===== src/design/pending_transaction_table_core_macros.svh =====
// assertion macros used by the pending transaction table core
`ifndef PENDING_TRANSACTION_TABLE_CORE_MACROS_SVH
`define PENDING_TRANSACTION_TABLE_CORE_MACROS_SVH

// same-cycle implication, disabled during reset
`define PTTC_ASSERT_NOW(lbl, ante, cons, msg) \
    lbl: assert property (@(posedge i_clk) disable iff (!i_rst_n) (ante) |-> (cons)) \
        else $error(msg);

// next-cycle implication, disabled during reset
`define PTTC_ASSERT_NEXT(lbl, ante, cons, msg) \
    lbl: assert property (@(posedge i_clk) disable iff (!i_rst_n) (ante) |=> (cons)) \
        else $error(msg);

`endif


===== src/design/pttc_pkg.sv =====
// shared types and codes of the pending transaction table
package pttc_pkg;

    typedef enum logic [1:0] {
        MODE_ALLOC  = 2'd0,
        MODE_FIND   = 2'd1,
        MODE_FREE   = 2'd2,
        MODE_EXPIRE = 2'd3
    } t_mode;

    localparam logic [30:0] AGE_RESET = 31'd10000;

    typedef struct packed {
        logic [31:0] txn;
        logic [7:0]  kind;
        logic [31:0] addr;
        logic [15:0] port;
        logic [31:0] sent;
    } t_entry;

    typedef struct packed {
        logic        match;
        logic        expired;
    } t_cmp;

    typedef struct packed {
        logic        hit;
        logic [4:0]  slot;
        t_entry      ent;
        logic [5:0]  freed;
    } t_result;

endpackage


===== src/design/pending_transaction_table_core.sv =====
// pending transaction table top level: sequencer, valid bits, result register
// Each item is handled alone, one slot per cycle. Allocate walks the valid bits
// from slot 0 until it takes a free slot or passes the last; find and expire read
// the slot memory through its single registered read port and the one comparator
// (find stops at its first match, expire checks every slot); free clears its bit
// in the transfer cycle. The transfer is taken while idle, the scan state follows
// except for free, and the result register is loaded from the finish state once
// the output is free; the input stays stalled until then. Valid bits are
// flip-flops cleared by reset, so no clearing pass runs.
// The configuration port is always ready; the user is to write it only while idle, as the block does not enforce it.
module pending_transaction_table_core #(
    parameter int SLOTS = 32
) (
    input  logic                i_clk,
    input  logic                i_rst_n,
    input  logic                i_in_valid,
    output logic                o_in_stall,
    input  pttc_pkg::t_mode     i_mode,
    input  logic [31:0]         i_txn_id,
    input  logic [7:0]          i_expected_kind,
    input  logic [31:0]         i_peer_address,
    input  logic [15:0]         i_peer_port,
    input  logic [4:0]          i_slot_index,
    input  logic [31:0]         i_now_ms,
    input  logic                i_cfg_valid,
    output logic                o_cfg_ready,
    input  logic [30:0]         i_cfg_data,
    output logic                o_out_valid,
    input  logic                i_out_stall,
    output logic                o_hit,
    output logic [4:0]          o_slot,
    output logic [31:0]         o_out_txn_id,
    output logic [7:0]          o_out_kind,
    output logic [31:0]         o_out_address,
    output logic [15:0]         o_out_port,
    output logic [31:0]         o_out_sent_ms,
    output logic [5:0]          o_freed_count
);
    import pttc_pkg::*;

    `include "pending_transaction_table_core_macros.svh"

    localparam int IW = (SLOTS > 1) ? $clog2(SLOTS) : 1;
    localparam int CW = $clog2(SLOTS + 1);
    localparam logic [IW-1:0] LAST = IW'(SLOTS - 1);

    typedef enum logic [2:0] {
        ST_IDLE = 3'b001,
        ST_SCAN = 3'b010,
        ST_FIN  = 3'b100
    } t_state;

    t_state          r_state, n_state;
    t_mode           r_mode, n_mode;
    logic [31:0]     r_txn, n_txn;
    logic [7:0]      r_kind, n_kind;
    logic [31:0]     r_addr, n_addr;
    logic [15:0]     r_port, n_port;
    logic [31:0]     r_now, n_now;
    logic [IW-1:0]   r_idx, n_idx;
    logic [IW-1:0]   r_pidx, n_pidx;
    logic            r_issue, n_issue;
    logic            r_pend, n_pend;
    logic [CW-1:0]   r_cnt, n_cnt;
    t_result         r_res, n_res;
    t_result         r_out, n_out;
    logic            r_out_valid, n_out_valid;
    logic [30:0]     r_age, n_age;
    logic [SLOTS-1:0] r_valid, n_valid;

    logic            in_xfer;
    logic            out_free;
    logic            mem_we;
    t_entry          mem_wdata;
    t_entry          mem_rdata;
    t_cmp            cmp_res;

    assign in_xfer     = i_in_valid && !o_in_stall;
    assign out_free    = !r_out_valid || !i_out_stall;
    assign o_in_stall  = (r_state != ST_IDLE);
    assign o_cfg_ready = 1'b1;

    assign mem_wdata = '{txn: r_txn, kind: r_kind, addr: r_addr, port: r_port, sent: r_now};

    pttc_mem #(
        .SLOTS (SLOTS),
        .IW    (IW)
    ) u_mem (
        .i_clk   (i_clk),
        .i_we    (mem_we),
        .i_waddr (r_idx),
        .i_wdata (mem_wdata),
        .i_raddr (r_idx),
        .o_rdata (mem_rdata)
    );

    pttc_cmp u_cmp (
        .i_key   (r_txn),
        .i_now   (r_now),
        .i_age   (r_age),
        .i_entry (mem_rdata),
        .o_res   (cmp_res)
    );

    always_comb begin
        n_state     = r_state;
        n_mode      = r_mode;
        n_txn       = r_txn;
        n_kind      = r_kind;
        n_addr      = r_addr;
        n_port      = r_port;
        n_now       = r_now;
        n_idx       = r_idx;
        n_pidx      = r_pidx;
        n_issue     = r_issue;
        n_pend      = r_pend;
        n_cnt       = r_cnt;
        n_res       = r_res;
        n_out       = r_out;
        n_out_valid = r_out_valid;
        n_age       = r_age;
        n_valid     = r_valid;
        mem_we      = 1'b0;

        if (i_cfg_valid && o_cfg_ready) begin
            n_age = i_cfg_data;
        end

        if (r_out_valid && !i_out_stall) begin
            n_out_valid = 1'b0;
        end

        case (r_state)
            ST_IDLE: begin
                if (in_xfer) begin
                    n_mode  = i_mode;
                    n_txn   = i_txn_id;
                    n_kind  = i_expected_kind;
                    n_addr  = i_peer_address;
                    n_port  = i_peer_port;
                    n_now   = i_now_ms;
                    n_idx   = '0;
                    n_issue = 1'b1;
                    n_pend  = 1'b0;
                    n_cnt   = '0;
                    n_res   = '0;
                    if (i_mode == MODE_FREE) begin
                        if (32'(i_slot_index) < 32'(SLOTS)) begin
                            n_valid[IW'(i_slot_index)] = 1'b0;
                        end
                        n_state = ST_FIN;
                    end else begin
                        n_state = ST_SCAN;
                    end
                end
            end
            ST_SCAN: begin
                if (r_mode == MODE_ALLOC) begin
                    if (!r_valid[r_idx]) begin
                        n_valid[r_idx] = 1'b1;
                        mem_we         = 1'b1;
                        n_res.hit      = 1'b1;
                        n_res.slot     = 5'(r_idx);
                        n_res.ent      = mem_wdata;
                        n_state        = ST_FIN;
                    end else if (r_idx == LAST) begin
                        n_state = ST_FIN;
                    end else begin
                        n_idx = r_idx + IW'(1);
                    end
                end else begin
                    // read pipeline: issue slot r_idx, check slot r_pidx
                    n_pend = r_issue;
                    n_pidx = r_idx;
                    if (r_issue) begin
                        if (r_idx == LAST) begin
                            n_issue = 1'b0;
                        end else begin
                            n_idx = r_idx + IW'(1);
                        end
                    end
                    if (r_pend) begin
                        if (r_mode == MODE_FIND) begin
                            if (r_valid[r_pidx] && cmp_res.match) begin
                                n_res.hit  = 1'b1;
                                n_res.slot = 5'(r_pidx);
                                n_res.ent  = mem_rdata;
                                n_state    = ST_FIN;
                            end else if (r_pidx == LAST) begin
                                n_state = ST_FIN;
                            end
                        end else begin
                            if (r_valid[r_pidx] && cmp_res.expired) begin
                                n_valid[r_pidx] = 1'b0;
                                n_cnt           = r_cnt + CW'(1);
                            end
                            if (r_pidx == LAST) begin
                                n_state = ST_FIN;
                            end
                        end
                    end
                end
            end
            ST_FIN: begin
                if (out_free) begin
                    n_out       = r_res;
                    n_out.freed = (r_mode == MODE_EXPIRE) ? 6'(r_cnt) : 6'd0;
                    n_out_valid = 1'b1;
                    n_state     = ST_IDLE;
                end
            end
            default: begin
                n_state = ST_IDLE;
            end
        endcase
    end

    always_ff @(posedge i_clk) begin
        if (!i_rst_n) begin
            r_state     <= ST_IDLE;
            r_valid     <= '0;
            r_out_valid <= 1'b0;
            r_age       <= AGE_RESET;
            r_issue     <= 1'b0;
            r_pend      <= 1'b0;
            r_cnt       <= '0;
        end else begin
            r_state     <= n_state;
            r_valid     <= n_valid;
            r_out_valid <= n_out_valid;
            r_age       <= n_age;
            r_issue     <= n_issue;
            r_pend      <= n_pend;
            r_cnt       <= n_cnt;
        end
    end

    always_ff @(posedge i_clk) begin
        r_mode <= n_mode;
        r_txn  <= n_txn;
        r_kind <= n_kind;
        r_addr <= n_addr;
        r_port <= n_port;
        r_now  <= n_now;
        r_idx  <= n_idx;
        r_pidx <= n_pidx;
        r_res  <= n_res;
        r_out  <= n_out;
    end

    assign o_out_valid   = r_out_valid;
    assign o_hit         = r_out.hit;
    assign o_slot        = r_out.slot;
    assign o_out_txn_id  = r_out.ent.txn;
    assign o_out_kind    = r_out.ent.kind;
    assign o_out_address = r_out.ent.addr;
    assign o_out_port    = r_out.ent.port;
    assign o_out_sent_ms = r_out.ent.sent;
    assign o_freed_count = r_out.freed;

    `PTTC_ASSERT_NEXT(a_busy_after_accept, in_xfer, o_in_stall, "input not stalled after transfer")
    `PTTC_ASSERT_NOW(a_write_only_alloc, mem_we, (r_mode == MODE_ALLOC) && (r_state == ST_SCAN), "slot write outside allocate scan")
    `PTTC_ASSERT_NOW(a_miss_zero, o_out_valid && !o_hit, (o_slot == 5'd0) && (o_out_txn_id == 32'd0), "miss result not zero")
    `PTTC_ASSERT_NOW(a_hit_no_count, o_out_valid && o_hit, o_freed_count == 6'd0, "hit result carries a freed count")

endmodule


===== src/design/pttc_mem.sv =====
// slot contents memory, one write and one registered read port
module pttc_mem #(
    parameter int SLOTS = 32,
    parameter int IW    = 5
) (
    input  logic            i_clk,
    input  logic            i_we,
    input  logic [IW-1:0]   i_waddr,
    input  pttc_pkg::t_entry i_wdata,
    input  logic [IW-1:0]   i_raddr,
    output pttc_pkg::t_entry o_rdata
);
    import pttc_pkg::*;

    t_entry r_mem [SLOTS];
    t_entry r_rdata;

    always_ff @(posedge i_clk) begin
        if (i_we) begin
            r_mem[i_waddr] <= i_wdata;
        end
    end

    always_ff @(posedge i_clk) begin
        r_rdata <= r_mem[i_raddr];
    end

    assign o_rdata = r_rdata;

endmodule


===== src/design/pttc_cmp.sv =====
// shared compare unit: id match and wrapping age check
module pttc_cmp (
    input  logic [31:0]      i_key,
    input  logic [31:0]      i_now,
    input  logic [30:0]      i_age,
    input  pttc_pkg::t_entry i_entry,
    output pttc_pkg::t_cmp   o_res
);
    import pttc_pkg::*;

    logic [31:0] age_now;

    always_comb begin
        age_now       = i_now - i_entry.sent;
        o_res.match   = (i_entry.txn == i_key);
        o_res.expired = (age_now > {1'b0, i_age});
    end

endmodule

===== config.mk =====
export PLATFORM = sky130hd
export DESIGN_NAME = pending_transaction_table_core
export DESIGN_NICKNAME = d
export VERILOG_FILES = /design/src/design/pttc_pkg.sv /design/src/design/pending_transaction_table_core.sv /design/src/design/pttc_mem.sv /design/src/design/pttc_cmp.sv
export VERILOG_INCLUDE_DIRS = /design/src /design/src/design
export SDC_FILE = /design/constraint.sdc
export NUM_CORES = 2
export LEC_CHECK = 0
export BUFFER_PORTS_ARGS = -buffer_cell sky130_fd_sc_hd__buf_4
export CORE_MARGIN = 1
export CORE_UTILIZATION = 60
export DETAILED_ROUTE_END_ITERATION = 12
export PLACE_DENSITY = 0.77
export SETUP_SLACK_MARGIN = 0.3
export SLEW_MARGIN = 40
export SYNTH_ARGS = -nofsm -noshare
export SYNTH_HDL_FRONTEND = slang
export SYNTH_SLANG_ARGS = --single-unit

===== constraint.sdc =====
create_clock -name i_clk -period 19.55 [get_ports i_clk]
set_input_delay 1.955 -clock i_clk [delete_from_list [all_inputs] [get_ports i_clk]]
set_output_delay 1.955 -clock i_clk [all_outputs]
set_load 0.05 [all_outputs]

==> impl_metrics.py <==
metrics = {
    "layout": {
        "final_nets": 8828,
        "area_growth_pct": 14.2,
        "final_core_util": 0.690,
        "mostFrequentLayoutCells": "4230 x edfxtp_1, 970 x mux4_2, 808 x nand2_1, 429 x clkbuf_16, 402 x buf_4",
        "drive_gt1_frac": 0.256,
        "final_common_cell": "edfxtp_1",
    },
    "hold_path": {
        "min_path_type": "register to register",
    },
    "timing": {
        "report.final.slew_viol_count": 0,
        "finalCritPeriodShare": 0.348,
        "setup_viol_count_final": 0,
        "setup_tns_ps": 0,
        "slew_headroom": 0.349,
        "period_needed_ps": 6800,
        "max_freq_mhz": 147,
        "finClkSkew_ps": 92.8,
        "final_hold_viol_count": 0,
        "rsz0062_at_grt": "no",
        "tightest_slew_ps": 976,
    },
    "status": {
        "outcome": "finished clean",
    },
    "logic_synthesis": {
        "netlist_top_cells_area": "edfxtp_1 76%, mux4_2 13%, dfxtp_1 2.3%",
        "syn_inst": 7968,
        "synth.distinct_cells": 66,
        "synthFlopType": "edfxtp_1",
        "yosys_warnings": 0,
        "synth-async-reset-ratio": 0,
        "synth_area_mm2": 0.167,
        "avgSynthCellArea_um2": 21.0,
        "ys_seq_elements": 4425,
        "synth_edf_count": 4230,
        "yosysSeqAreaShare": 0.783,
        "synth_top_area_cell": "edfxtp_1",
        "syn_nets": 8199,
        "synth_top_cell_area_share": 0.760,
    },
    "worst_setup_path": {
        "worst_path_max_delay_cell": "buf_4",
        "path_max_fanout": 66,
        "crit_arrival_ps": 7320,
        "critPathKind": "register to register",
        "end_kind": "register",
        "crit_path_frequent_cell": "buf_4",
        "slowest_delay_ps": 850,
        "cp_data_required_time_ps": 20070,
        "startpoint_type": "register",
        "cp_cell_sequence": "buf_4 > inv_8 > nor2_4 > a22oi_1 > nand4_1 > nor2_1 > nand2_1 > nor2_4 > buf_4 > buf_4 > buf_6",
    },
    "grt": {
        "grt_pass1_wl_mm": 658,
        "grt.overflow.total": 0,
        "grt_max_degree": 105,
        "groute.usage.overall": 0.336,
        "antenna_found_initial": 15,
        "grt_pass1_vias": 90100,
    },
    "detailed_routing": {
        "dr.pass1.iters": 9,
        "ant_nets": 0,
        "vias_per_cell": 7.14,
        "num_vias": 90500,
        "route.met2.wl_mm": 221,
        "wl_mm": 471,
        "route.met3.wl_mm": 65.4,
        "drc_errors": 0,
        "top_layer": "met5",
        "wl_per_cell_um": 37.2,
        "drtIter0Drc": 15100,
        "drt-met1-wl_mm": 159,
    },
    "cts": {
        "cts.repair.resized": 0,
        "clkSinkCount": 4425,
        "cts_tree": "yes",
        "hold_buffers": 0,
        "clockBufferDepth": 4,
        "clkTransAtPathRegs_ps": 60,
        "cts-root-buf": "clkbuf_16",
        "htree_levels": 5,
        "postCtsSetupRepairBufs": 0,
        "clk_latency_ps": 970,
        "cts_inserted_buffers": 421,
    },
    "die": {
        "fp.dieW_um": 530,
        "initial_core_util": 0.604,
        "die_h_um": 530,
        "rows": 193,
        "io-pin-count": 298,
        "die_area_mm2": 0.281,
        "core_region_area_mm2": 0.277,
    },
    "power": {
        "p_int_uw": 16700,
        "peakVddDrop_mv": 0.110,
        "p_leak_uw": 0.0617,
        "p_seq_frac": 0.498,
        "switching_share": 0.243,
        "pwr-share-comb": 0.116,
        "switchingPower_uw": 5360,
        "powerDensity_mw_per_mm2": 115,
        "pwr-share-clk": 0.386,
    },
    "place": {
        "gp_congestion": 0.859,
        "dpl.hpwl_mm": 226,
        "io_buffers": 296,
    },
    "run": {
        "maxCapViolations": 0,
    },
}
-- cell usage after synthesis, types with 76 or more instances --
cell type and instances:
mux4_2 970, inv_1 76, edfxtp_1 4230, o2111ai_1 89, buf_1 102, mux2i_1 150, dfxtp_1 195, a21oi_1 168
nor2_1 85, clkbuf_1 269, a22oi_1 311, nand2_1 809
-- worst max-delay path: cells and delay by family, from the launching register on --
| kind | cells | cell delay [ps] |
|---|---|---|
| buffers and inverters | 5 | 3050 |
| and+or+nand+nor | 5 | 2450 |
| DFF | 1 | 370 |
| AOI/OAI and AO/OA | 1 | 250 |
-- per-layer routing --
layer,vias up,track usage
met5,-,0
met4,8,0.160
met3,1542,0.0805
met2,8553,0.523
met1,46200,0.453
li1,34100,-
-- registers in the layout, indices dropped and copies added (netlist names), 16 cells and up --
register,cells
r_res,126
o_out_sent_ms,32
r_age,31
r_port,16
r_txn,32
u_mem.o_rdata,120
r_addr,32
o_out_port,16
r_valid,32
o_out_txn_id,32
o_out_address,32
u_mem.r_mem,3840
r_now,32
-- through the flow --
stage	worst slack [ps]	area, um2	power (uW)	std cells	hold WS, ps
global route	12160	191000	22500	12700	404
CTS	12450	190000	22000	12600	395
detailed placement	12620	176000	13600	11800	405
finish	12750	191000	22000	12700	388
global placement	11780	175000	13500	11800	402
floorplan	7770	167000	12800	7968	400
-- final timing paths --
path | depth (start not counted) | start | to | slack, ps
worst max-delay path | 11 | r_idx[2]$_SDFFCE_PN0P_ | u_mem.r_mem[26][29]$_DFFE_PP_ | 12750
worst max register to register | 11 | r_idx[2]$_SDFFCE_PN0P_ | u_mem.r_mem[26][29]$_DFFE_PP_ | 12750
worst min-delay path | 0 | r_res[104]$_SDFFCE_PN0P_ | o_out_txn_id[10]$_DFFE_PP_ | 390
worst min register to register | 0 | r_res[104]$_SDFFCE_PN0P_ | o_out_txn_id[10]$_DFFE_PP_ | 390
-- kinds of logic after synthesis --
logic type | synth area share
buffers and inverters | 0.0116
DFF | 0.783
other | 0.0000224
adders and majority gates | 0.00513
xor gates and xnor gates | 0.00330
and+or+nand+nor | 0.0270
AOI/OAI and AO/OA | 0.0293
muxes | 0.141
-- layout make-up --
type	instances	area, um2
well taps	3705	4640
multi-input cells	3054	34700
flip-flops and latches	4425	131000
clock buffers	551	11600
fillers	15900	85700
inverters	77	304
diodes	8	20.0
repair buffers	618	6090
clock inverters	235	2740
-- power groups by stage --
stage | combinational, uW | sequential, uW | clock (uW)
after floorplan | 1550 | 11200 | 0
after global placement | 2250 | 11200 | 0
after detailed placement | 2380 | 11200 | 0
after CTS | 2430 | 11000 | 8520
after global routing | 2700 | 11000 | 8860
final | 2560 | 11000 | 8500
(Power assumes the default switching activity.)
